===== src/hw/rtl/kse_pkg.sv =====
// ----------------------------------------------------------------------------
// kse_pkg
// Shared constants, register codes and controller/datapath interface types.
// ----------------------------------------------------------------------------
package kse_pkg;

   // Field and bus widths
   localparam int CFG_W  = 6;
   localparam int DATA_W = 32;
   localparam int ADDR_W = 3;
   localparam int OUT_W  = 32;

   // Default sizing
   localparam int DEF_MAX_POOL   = 32;
   localparam int DEF_MAX_CHOOSE = 32;

   // Register select (byte address bit 2)
   typedef enum logic [0:0] {
      REG_POOL_SIZE   = 1'b0,
      REG_CHOOSE_SIZE = 1'b1
   } reg_idx_type;

   // Controller to datapath commands
   typedef struct packed {
      logic latch;       // latch n and r, prepare fill from position 0
      logic scan_start;  // load scan pointer with r
      logic scan;        // issue next index read, right to left
      logic advance;     // bump found index, trim mask, prepare fill
      logic fill;        // write one index and set its mask bit
      logic load_out;    // load the result register
      logic load_vs;     // result carries a subset
   } kse_cmd_type;

   // Datapath to controller status
   typedef struct packed {
      logic r_zero;
      logic r_gt_n;
      logic found;       // compared index is below its maximum
      logic none_left;   // last index compared was at its maximum
      logic fill_done;
   } kse_stat_type;

endpackage


===== src/hw/rtl/kse_csr.sv =====
// ----------------------------------------------------------------------------
// kse_csr
// Configuration register file: pool size and choose size.
// ----------------------------------------------------------------------------
module kse_csr (
   input  logic                        clock,
   input  logic                        reset,
   input  logic                        psel,
   input  logic                        penable,
   input  logic                        pwrite,
   input  logic [kse_pkg::ADDR_W-1:0]  paddr,
   input  logic [kse_pkg::DATA_W-1:0]  pwdata,
   output logic [kse_pkg::DATA_W-1:0]  prdata,
   output logic                        pready,
   output logic [kse_pkg::CFG_W-1:0]   pool_size,
   output logic [kse_pkg::CFG_W-1:0]   choose_size
);
   import kse_pkg::*;

   logic [CFG_W-1:0] pool_size_ff, pool_size_in;
   logic [CFG_W-1:0] choose_size_ff, choose_size_in;
   logic             wr_en;
   reg_idx_type      reg_sel;

   assign reg_sel = reg_idx_type'(paddr[2]);
   assign wr_en   = psel && penable && pwrite;
   assign pready  = 1'b1;

   // Write decode
   always_comb begin
      pool_size_in   = pool_size_ff;
      choose_size_in = choose_size_ff;
      if (wr_en) begin
         case (reg_sel)
            REG_POOL_SIZE:   pool_size_in   = pwdata[CFG_W-1:0];
            REG_CHOOSE_SIZE: choose_size_in = pwdata[CFG_W-1:0];
            default: ;
         endcase
      end
   end

   // Read mux
   always_comb begin
      case (reg_sel)
         REG_POOL_SIZE:   prdata = DATA_W'(pool_size_ff);
         REG_CHOOSE_SIZE: prdata = DATA_W'(choose_size_ff);
         default:         prdata = '0;
      endcase
   end

   always_ff @(posedge clock) begin
      if (reset) begin
         pool_size_ff   <= '0;
         choose_size_ff <= '0;
      end else begin
         pool_size_ff   <= pool_size_in;
         choose_size_ff <= choose_size_in;
      end
   end

   assign pool_size   = pool_size_ff;
   assign choose_size = choose_size_ff;

endmodule


===== src/hw/rtl/kse_ctrl.sv =====
// ----------------------------------------------------------------------------
// kse_ctrl
// Sequencer: request decode, index scan, refill and result hand-off.
// ----------------------------------------------------------------------------
module kse_ctrl (
   input  logic                  clock,
   input  logic                  reset,
   input  logic                  req_valid,
   input  logic                  req_restart,
   output logic                  req_stall,
   output logic                  rsp_valid,
   input  logic                  rsp_stall,
   output kse_pkg::kse_cmd_type  cmd,
   input  kse_pkg::kse_stat_type stat
);
   import kse_pkg::*;

   typedef enum logic [2:0] {
      ST_IDLE,
      ST_START,
      ST_SCAN,
      ST_FILL,
      ST_FINISH
   } state_type;

   state_type state_ff, state_in;
   logic      first_ff, first_in;
   logic      exh_ff, exh_in;
   logic      res_vs_ff, res_vs_in;
   logic      rsp_valid_ff, rsp_valid_in;
   logic      out_free;

   assign out_free  = !rsp_valid_ff || !rsp_stall;
   assign req_stall = (state_ff != ST_IDLE);
   assign rsp_valid = rsp_valid_ff;

   // Next state and commands
   always_comb begin
      state_in     = state_ff;
      first_in     = first_ff;
      exh_in       = exh_ff;
      res_vs_in    = res_vs_ff;
      rsp_valid_in = rsp_valid_ff && rsp_stall;
      cmd          = '0;
      case (state_ff)
         ST_IDLE: begin
            if (req_valid) begin
               if (req_restart) begin
                  cmd.latch = 1'b1;
                  state_in  = ST_START;
               end else if (exh_ff) begin
                  res_vs_in = 1'b0;
                  state_in  = ST_FINISH;
               end else if (first_ff) begin
                  // initial subset is already in the mask
                  first_in  = 1'b0;
                  res_vs_in = 1'b1;
                  state_in  = ST_FINISH;
               end else if (stat.r_zero) begin
                  // empty set was given once, nothing follows
                  exh_in    = 1'b1;
                  res_vs_in = 1'b0;
                  state_in  = ST_FINISH;
               end else begin
                  cmd.scan_start = 1'b1;
                  state_in       = ST_SCAN;
               end
            end
         end
         ST_START: begin
            first_in  = 1'b1;
            res_vs_in = 1'b0;
            if (stat.r_gt_n) begin
               exh_in   = 1'b1;
               state_in = ST_FINISH;
            end else begin
               exh_in   = 1'b0;
               state_in = ST_FILL;
            end
         end
         ST_SCAN: begin
            if (stat.found) begin
               cmd.advance = 1'b1;
               res_vs_in   = 1'b1;
               state_in    = ST_FILL;
            end else if (stat.none_left) begin
               exh_in    = 1'b1;
               res_vs_in = 1'b0;
               state_in  = ST_FINISH;
            end else begin
               cmd.scan = 1'b1;
            end
         end
         ST_FILL: begin
            if (stat.fill_done) begin
               state_in = ST_FINISH;
            end else begin
               cmd.fill = 1'b1;
            end
         end
         ST_FINISH: begin
            cmd.load_vs = res_vs_ff;
            if (out_free) begin
               cmd.load_out = 1'b1;
               rsp_valid_in = 1'b1;
               state_in     = ST_IDLE;
            end
         end
         default: begin
            state_in = ST_IDLE;
         end
      endcase
   end

   // State and registered outputs
   always_ff @(posedge clock) begin
      if (reset) begin
         state_ff     <= ST_IDLE;
         first_ff     <= 1'b1;
         exh_ff       <= 1'b1;
         res_vs_ff    <= 1'b0;
         rsp_valid_ff <= 1'b0;
      end else begin
         state_ff     <= state_in;
         first_ff     <= first_in;
         exh_ff       <= exh_in;
         res_vs_ff    <= res_vs_in;
         rsp_valid_ff <= rsp_valid_in;
      end
   end

endmodule


===== src/hw/rtl/kse_dp.sv =====
// ----------------------------------------------------------------------------
// kse_dp
// Datapath: held n and r, index memory, scan compare, subset mask, result.
// ----------------------------------------------------------------------------
module kse_dp #(
   parameter int MAX_POOL   = kse_pkg::DEF_MAX_POOL,
   parameter int MAX_CHOOSE = kse_pkg::DEF_MAX_CHOOSE
) (
   input  logic                       clock,
   input  logic                       reset,
   input  logic [kse_pkg::CFG_W-1:0]  pool_size,
   input  logic [kse_pkg::CFG_W-1:0]  choose_size,
   input  kse_pkg::kse_cmd_type       cmd,
   output kse_pkg::kse_stat_type      stat,
   output logic [kse_pkg::OUT_W-1:0]  subset_mask,
   output logic                       valid_subset
);
   import kse_pkg::*;

   localparam int N_W    = $clog2(MAX_POOL + 1);
   localparam int R_W    = $clog2(MAX_CHOOSE + 1);
   localparam int IDX_W  = (MAX_POOL > 1) ? $clog2(MAX_POOL) : 1;
   localparam int ADR_W  = (MAX_CHOOSE > 1) ? $clog2(MAX_CHOOSE) : 1;
   localparam int SUM_W  = ((N_W > R_W) ? N_W : R_W) + 1;
   localparam int MASK_W = (MAX_POOL > OUT_W) ? MAX_POOL : OUT_W;
   localparam int LIM_W  = CFG_W + 1;
   localparam logic [LIM_W-1:0] POOL_LIM   = LIM_W'(MAX_POOL);
   localparam logic [LIM_W-1:0] CHOOSE_LIM = LIM_W'(MAX_CHOOSE);

   // Index memory
   logic [IDX_W-1:0] idx_mem [MAX_CHOOSE];

   logic [N_W-1:0]    held_n_ff, held_n_in;
   logic [R_W-1:0]    held_r_ff, held_r_in;
   logic [MASK_W-1:0] mask_ff, mask_in;
   logic [R_W-1:0]    ptr_ff, ptr_in;
   logic              rd_valid_ff, rd_valid_in;
   logic [ADR_W-1:0]  rd_pos_ff, rd_pos_in;
   logic [IDX_W-1:0]  rd_data_ff;
   logic [R_W-1:0]    fill_pos_ff, fill_pos_in;
   logic [IDX_W-1:0]  fill_val_ff, fill_val_in;
   logic [OUT_W-1:0]  out_mask_ff, out_mask_in;
   logic              out_vs_ff, out_vs_in;

   logic [LIM_W-1:0]  n_cfg, r_cfg, n_lim, r_lim;
   logic [R_W-1:0]    ptr_m1;
   logic [ADR_W-1:0]  rd_addr, wr_addr;
   logic              issue;
   logic              at_max;
   logic [MASK_W-1:0] mask_keep;
   logic [MASK_W-1:0] set_bit;

   // Saturate configuration at latch time
   assign n_cfg = {1'b0, pool_size};
   assign r_cfg = {1'b0, choose_size};
   assign n_lim = (n_cfg > POOL_LIM) ? POOL_LIM : n_cfg;
   assign r_lim = (r_cfg > CHOOSE_LIM) ? CHOOSE_LIM : r_cfg;

   // Scan addressing, right to left
   assign ptr_m1  = ptr_ff - 1'b1;
   assign rd_addr = ptr_m1[ADR_W-1:0];
   assign wr_addr = fill_pos_ff[ADR_W-1:0];
   assign issue   = cmd.scan && (ptr_ff != '0);

   // Index i is at its maximum when idx + r == i + n
   assign at_max = (SUM_W'(rd_data_ff) + SUM_W'(held_r_ff)) ==
                   (SUM_W'(rd_pos_ff) + SUM_W'(held_n_ff));

   // Drop the bumped index and every position above it
   always_comb begin
      for (int k = 0; k < MASK_W; k++) begin
         mask_keep[k] = mask_ff[k] && (k < int'(rd_data_ff));
      end
   end

   assign set_bit = MASK_W'(1) << fill_val_ff;

   // Next values
   always_comb begin
      held_n_in   = held_n_ff;
      held_r_in   = held_r_ff;
      mask_in     = mask_ff;
      ptr_in      = ptr_ff;
      rd_valid_in = rd_valid_ff;
      rd_pos_in   = rd_pos_ff;
      fill_pos_in = fill_pos_ff;
      fill_val_in = fill_val_ff;
      out_mask_in = out_mask_ff;
      out_vs_in   = out_vs_ff;

      if (cmd.latch) begin
         held_n_in   = n_lim[N_W-1:0];
         held_r_in   = r_lim[R_W-1:0];
         mask_in     = '0;
         fill_pos_in = '0;
         fill_val_in = '0;
      end
      if (cmd.scan_start) begin
         ptr_in      = held_r_ff;
         rd_valid_in = 1'b0;
      end
      if (issue) begin
         ptr_in      = ptr_m1;
         rd_valid_in = 1'b1;
         rd_pos_in   = rd_addr;
      end
      if (cmd.advance) begin
         mask_in     = mask_keep;
         fill_pos_in = R_W'(rd_pos_ff);
         fill_val_in = rd_data_ff + 1'b1;
         rd_valid_in = 1'b0;
      end
      if (cmd.fill) begin
         mask_in     = mask_ff | set_bit;
         fill_pos_in = fill_pos_ff + 1'b1;
         fill_val_in = fill_val_ff + 1'b1;
      end
      if (cmd.load_out) begin
         out_mask_in = cmd.load_vs ? mask_ff[OUT_W-1:0] : '0;
         out_vs_in   = cmd.load_vs;
      end
   end

   // Memory write port and registered read port
   always_ff @(posedge clock) begin
      if (cmd.fill) begin
         idx_mem[wr_addr] <= fill_val_ff;
      end
      if (issue) begin
         rd_data_ff <= idx_mem[rd_addr];
      end
   end

   // Control flag
   always_ff @(posedge clock) begin
      if (reset) begin
         rd_valid_ff <= 1'b0;
      end else begin
         rd_valid_ff <= rd_valid_in;
      end
   end

   // Payload registers
   always_ff @(posedge clock) begin
      held_n_ff   <= held_n_in;
      held_r_ff   <= held_r_in;
      mask_ff     <= mask_in;
      ptr_ff      <= ptr_in;
      rd_pos_ff   <= rd_pos_in;
      fill_pos_ff <= fill_pos_in;
      fill_val_ff <= fill_val_in;
      out_mask_ff <= out_mask_in;
      out_vs_ff   <= out_vs_in;
   end

   // Status to the sequencer
   always_comb begin
      stat.r_zero    = (held_r_ff == '0);
      stat.r_gt_n    = SUM_W'(held_r_ff) > SUM_W'(held_n_ff);
      stat.found     = rd_valid_ff && !at_max;
      stat.none_left = rd_valid_ff && at_max && (ptr_ff == '0);
      stat.fill_done = (fill_pos_ff == held_r_ff);
   end

   assign subset_mask  = out_mask_ff;
   assign valid_subset = out_vs_ff;

endmodule


===== src/hw/rtl/k_subset_lex_enumerator_unit.sv =====
// ----------------------------------------------------------------------------
// k_subset_lex_enumerator_unit
// Walks the r-element subsets of an n-element pool in lexicographic order
// of sorted indices and returns each one as a pool position bit mask.
//
//   channel  | direction | handshake             | payload
//   ---------+-----------+-----------------------+-------------------------------
//   req      | in        | req_valid / req_stall | req_restart
//   rsp      | out       | rsp_valid / rsp_stall | rsp_subset_mask, rsp_valid_subset
//   csr      | in/out    | psel/penable/pready   | pool_size (0x0), choose_size (0x4)
//
// One transaction at a time. Restart: latch n and r, then refill the index
// memory (one index written per cycle), then the result. Next: a right-to-left
// scan through the single read port of the index memory, then the refill
// through its write port; exhausted or first requests go straight to the result.
// The result register frees the input side: a new transaction is taken while
// the previous result is still stalled. Synchronous reset leaves the unit
// exhausted until the first restart.
// ----------------------------------------------------------------------------
module k_subset_lex_enumerator_unit #(
   parameter int MAX_POOL   = kse_pkg::DEF_MAX_POOL,
   parameter int MAX_CHOOSE = kse_pkg::DEF_MAX_CHOOSE
) (
   input  logic                        clock,
   input  logic                        reset,
   // request channel
   input  logic                        req_valid,
   output logic                        req_stall,
   input  logic                        req_restart,
   // result channel
   output logic                        rsp_valid,
   input  logic                        rsp_stall,
   output logic [kse_pkg::OUT_W-1:0]   rsp_subset_mask,
   output logic                        rsp_valid_subset,
   // configuration port
   input  logic                        psel,
   input  logic                        penable,
   input  logic                        pwrite,
   input  logic [kse_pkg::ADDR_W-1:0]  paddr,
   input  logic [kse_pkg::DATA_W-1:0]  pwdata,
   output logic [kse_pkg::DATA_W-1:0]  prdata,
   output logic                        pready
);
   import kse_pkg::*;

   logic [CFG_W-1:0] pool_size;
   logic [CFG_W-1:0] choose_size;
   kse_cmd_type      cmd;
   kse_stat_type     stat;

   // Configuration registers
   kse_csr u_csr (
      .clock       (clock),
      .reset       (reset),
      .psel        (psel),
      .penable     (penable),
      .pwrite      (pwrite),
      .paddr       (paddr),
      .pwdata      (pwdata),
      .prdata      (prdata),
      .pready      (pready),
      .pool_size   (pool_size),
      .choose_size (choose_size)
   );

   // Sequencer
   kse_ctrl u_ctrl (
      .clock       (clock),
      .reset       (reset),
      .req_valid   (req_valid),
      .req_restart (req_restart),
      .req_stall   (req_stall),
      .rsp_valid   (rsp_valid),
      .rsp_stall   (rsp_stall),
      .cmd         (cmd),
      .stat        (stat)
   );

   // Datapath
   kse_dp #(
      .MAX_POOL   (MAX_POOL),
      .MAX_CHOOSE (MAX_CHOOSE)
   ) u_dp (
      .clock        (clock),
      .reset        (reset),
      .pool_size    (pool_size),
      .choose_size  (choose_size),
      .cmd          (cmd),
      .stat         (stat),
      .subset_mask  (rsp_subset_mask),
      .valid_subset (rsp_valid_subset)
   );

endmodule


===== config.mk =====
export PLATFORM = sky130hd
export DESIGN_NAME = k_subset_lex_enumerator_unit
export DESIGN_NICKNAME = d
export VERILOG_FILES = /design/src/hw/rtl/kse_pkg.sv /design/src/hw/rtl/kse_csr.sv /design/src/hw/rtl/kse_ctrl.sv /design/src/hw/rtl/kse_dp.sv /design/src/hw/rtl/k_subset_lex_enumerator_unit.sv
export SDC_FILE = /design/constraint.sdc
export NUM_CORES = 1
export LEC_CHECK = 0
export BUFFER_PORTS_ARGS = -buffer_cell sky130_fd_sc_hd__buf_2
export CORE_MARGIN = 5
export CORE_UTILIZATION = 45
export CTS_CLUSTER_DIAMETER = 30
export CTS_CLUSTER_SIZE = 20
export DETAILED_ROUTE_END_ITERATION = 10
export GPL_ROUTABILITY_DRIVEN = 0
export HOLD_SLACK_MARGIN = 0.12
export MAX_ROUTING_LAYER = met4
export PLACE_DENSITY = 0.67
export SLEW_MARGIN = 40
export SYNTH_ARGS = -nofsm -noshare
export SYNTH_HDL_FRONTEND = slang
export SYNTH_SLANG_ARGS = --single-unit

===== constraint.sdc =====
create_clock -name clock -period 6.1 [get_ports clock]
set_input_delay 0.305 -clock clock [delete_from_list [all_inputs] [get_ports clock]]
set_output_delay 0.305 -clock clock [all_outputs]
set_load 0.005 [all_outputs]

==> key figures <==
Power and ir drop
  – Power Total: 7.22 mW
  – Max rail drop VDD: 0.274 mV
  – Leak Pwr: 5.65 nW
  – Pwr dens: 463 nW/um^2

Logic synthesis
  – Post-Syn Area: 13000 sq um
  – Ys Warns: 0
  – XOR/XNOR share of the synthesized area: 2.57%
  – Sequential fraction of the synthesis area: 63.9%
  – Simple-gate share of the synthesized area: 9.66%
  – Cells after Synth: 926
  – Post-synth top area cell: edfxtp_1
  – Synth Register Bits: 284
  – Compound-Gate Fraction of Synth Area: 7.40%
  – Largest family of logic cells by synthesized area: simple AND/OR/NAND/NOR gates
  – Multiplexer area fraction after synthesis: 9.39%
  – Top_reg_cell synth: edfxtp_1
  – Syn_area_per_cell: 14.1 sq um
  – Adder-cell share of the synthesized area: 3.09%
  – Post-synth cell types: 71
  – Synth area leaders: edfxtp_1 (61%), mux4_2 (6.9%), dfxtp_1 (3.1%)
  – EDFF count, synth: 264
  – Area share of the largest cell type after synthesis: 60.8%
  – Async set or reset register ratio after synthesis: 0%

Clock tree
  – TritonCTS clock tree: yes
  – Htree depth: 2
  – CTS root buffer: clkbuf_16
  – Clock-pin slew on the worst setup and hold paths: 0.05 ns
  – Worst-Skew Late Latency: 0.55 ns
  – Sink Count: 284
  – CTS Buf Count: 54
  – Clock Path Buffers: 3
  – Setup Fix Bufs, Post-CTS: 0

Global route
  – Initial antenna violation count: 0
  – First-pass GRT wire length: 43300 um
  – Largest net degree at the start of global routing: 44
  – Total Routing Usage GR: 17.0%
  – GR Overflow Total: 0
  – Number of global-route vias before repair: 7949

Detailed routing
  – Avg Vias per Cell: 5.47
  – DRT Wirelength: 27300 um
  – Wirelength per Cell: 19.0 um
  – DRC violations left: 0
  – Via count: 7850
  – Post-DRT Antenna Nets: 0
  – Detailed Routing Iterations Pass 1: 5
  – Initial DRC count: 663

Finish
  – Final nets: 1081
  – Area Growth Syn to Fin: 19.5%
  – Filler cells: 2320
  – Fin util: 54.5%
  – Most common cell after layout, fill and taps aside: edfxtp_1
  – Share of layout cells above drive strength 1: 22.6%
  – ANT cells: 0
  – Most frequent cells in the layout: edfxtp_1 (264), nor2_1 (74), nand2_1 (65)

Hold path
  – Cells on Worst Hold Path: 4
  – Worst Hold End: u_ctrl.exh_ff$_SDFFE_PP1P_
  – Hold Path Class: in -> reg
  – Hold path start: req_restart

Floorplanning
  – FP Rows: 62
  – Core area: 28600 sq um
  – Initial Util: 45.6%
  – Total die area: 32500 sq um
  – Die Span X: 180 um
  – Die Span Y: 180 um
  – IO Pins: 111

Timing
  – Count of pins over their slew limit: 0
  – Slew @ Worst Pin: 0.862 ns
  – Crit share post-route: 58.8%
  – Final Hold Viols: 0
  – Max_slew headroom: 42.1%
  – Tmin final: 3.59 ns
  – RSZ-0062 raised after global routing: false
  – Achievable frequency: 0.279 GHz
  – WHS: 0.155 ns
  – Setup ws final: 2.51 ns
  – Setup TNS: 0 ns
  – Finish-stage setup viols: 0
  – Final Skew: 0.0250 ns

Worst setup path
  – Reg-to-reg endpoint: u_dp.mask_ff[11]$_DFFE_PP_
  – WP data required: 6.27 ns
  – Critical setup path kind: reg -> reg
  – Crit path max fanout: 43
  – CP Launch Type: register
  – Worst r2r src: u_dp.rd_data_ff[0]$_DFFE_PN_
  – R2R depth: 11
  – Arr. time, crit path: 3.75 ns
  – R2R Setup Slk: 2.51 ns
  – Crit. End Element: register

Placed design
  – Placement Setup Slack: 2.53 ns
  – Buffers on Ports: 55
  – DPL Wire Length: 17600 um

Job
  – Max-cap violation count: 0

Outcome
  – Status: finished, final reports clean
-- synth_stat cells, types with 3 or more instances --
| library cell | instances |
|---|---|
| and3_1 | 15 |
| nor2b_1 | 17 |
| dfxtp_1 | 20 |
| a21oi_1 | 44 |
| nand2_1 | 65 |
| o21ai_0 | 24 |
| xor2_1 | 18 |
| a31oi_1 | 22 |
| edfxtp_1 | 264 |
| a221oi_1 | 6 |
| ha_1 | 29 |
| buf_1 | 4 |
| clkbuf_1 | 34 |
| nand4_1 | 3 |
| o22ai_1 | 4 |
| mux2_4 | 4 |
| nand3b_1 | 6 |
| inv_1 | 28 |
| a21o_1 | 3 |
| buf_2 | 9 |
| xnor2_1 | 14 |
| a22o_1 | 3 |
| mux2_2 | 11 |
| mux4_2 | 40 |
| a211oi_1 | 7 |
| nor2_1 | 74 |
| and2_1 | 32 |
| or3_1 | 6 |
| mux2i_1 | 14 |
| o21a_1 | 3 |
| nand3_1 | 14 |
| o21ai_1 | 5 |
| nor3_1 | 8 |
| buf_4 | 28 |
| o211ai_1 | 3 |
-- critical path, cell delays in order, from the launching register on --
cell	delay, ns
edfxtp_1	0.56
ha_1	0.24
inv_1	0.06
fa_1	0.46
nand3b_1	0.19
a21boi_0	0.15
o21ai_0	0.11
xor2_1	0.19
and3_1	0.18
a211oi_2	0.18
buf_4	0.30
or3_4	0.57
-- state kept, by name, indices dropped and copies added (netlist names), 3 cells and up --
name,cells
u_dp.subset_mask,32
u_dp.ptr_ff,6
u_dp.rd_data_ff,5
u_dp.fill_val_ff,5
u_csr.pool_size,6
u_dp.fill_pos_ff,6
u_ctrl.state_ff,3
u_dp.held_n_ff,6
u_csr.choose_size,6
u_dp.mask_ff,32
u_dp.idx_mem,160
u_dp.rd_pos_ff,5
u_dp.held_r_ff,6
-- worst max-delay path by stage --
stage | start | end | depth (start not counted)
3_3_place_gp | u_dp.rd_data_ff[0]$_DFFE_PN_ | u_dp.mask_ff[10]$_DFFE_PP_ | 11
3_5_place_dp | u_dp.rd_data_ff[0]$_DFFE_PN_ | u_dp.mask_ff[15]$_DFFE_PP_ | 11
4_1_cts | u_dp.rd_data_ff[0]$_DFFE_PN_ | u_dp.mask_ff[15]$_DFFE_PP_ | 11
2_1_floorplan | u_dp.rd_data_ff[0]$_DFFE_PN_ | u_dp.fill_pos_ff[0]$_DFFE_PP_ | 10
5_1_grt | u_dp.rd_data_ff[0]$_DFFE_PN_ | u_dp.mask_ff[11]$_DFFE_PP_ | 11
6_report | u_dp.rd_data_ff[0]$_DFFE_PN_ | u_dp.mask_ff[11]$_DFFE_PP_ | 11
-- area by class of cell --
type / count / area [sq um] / area share [%]
Sequential cell: 284 / 8330 / 53.4
Clock buffer: 60 / 1420 / 9.09
Multi-Input combinational cell: 562 / 4320 / 27.7
Timing Repair Buffer: 76 / 477 / 3.06
Tap cell: 384 / 480 / 3.08
Inverter: 29 / 109 / 0.698
Clock inverter: 41 / 458 / 2.94
-- per-stage QoR --
| stage | cells | area (sq um) |
|---|---|---|
| 5_1_grt | 1436 | 15600 |
| 2_1_floorplan | 951 | 13100 |
| 4_1_cts | 1435 | 15600 |
| 3_3_place_gp | 1324 | 13600 |
| 3_5_place_dp | 1327 | 13600 |
| 6_report | 1436 | 15600 |
-- kinds of logic (layout without fill, tap and decap cells) --
group                    after synthesis  after routing
AND/OR/NAND/NOR                      253            253
buffers and inverters                105            206
adder cells (fa/ha/maj)               31             31
other                                  2             27
AO/OA/AOI/OAI                        147            147
XOR/XNOR                              35             35
multiplexers                          69             69
flip-flops                           284            284
-- layer usage --
layer / track usage [%] / vias up / routed length, um
li1: - / 3611 / -
met1: 22.1 / 3875 / 11800
met2: 27.3 / 311 / 13400
met3: 2.85 / 53 / 1600
met4: 6.23 / 0 / 603
met5: - / - / 0
-- power breakdown --
group	internal [mW]	leakage, nW	total, mW	switching [mW]
clock network	1.97	0.887	2.95	0.979
logic	0.665	2.17	1.62	0.958
registers	2.45	2.59	2.64	0.193
-- repair_timing --
item,CTS,global route
setup endpoints to repair,0,0
hold endpoints to repair,13,0
hold buffers,7,0
resized for setup,0,0
Power figures use the tool's default switching activity.
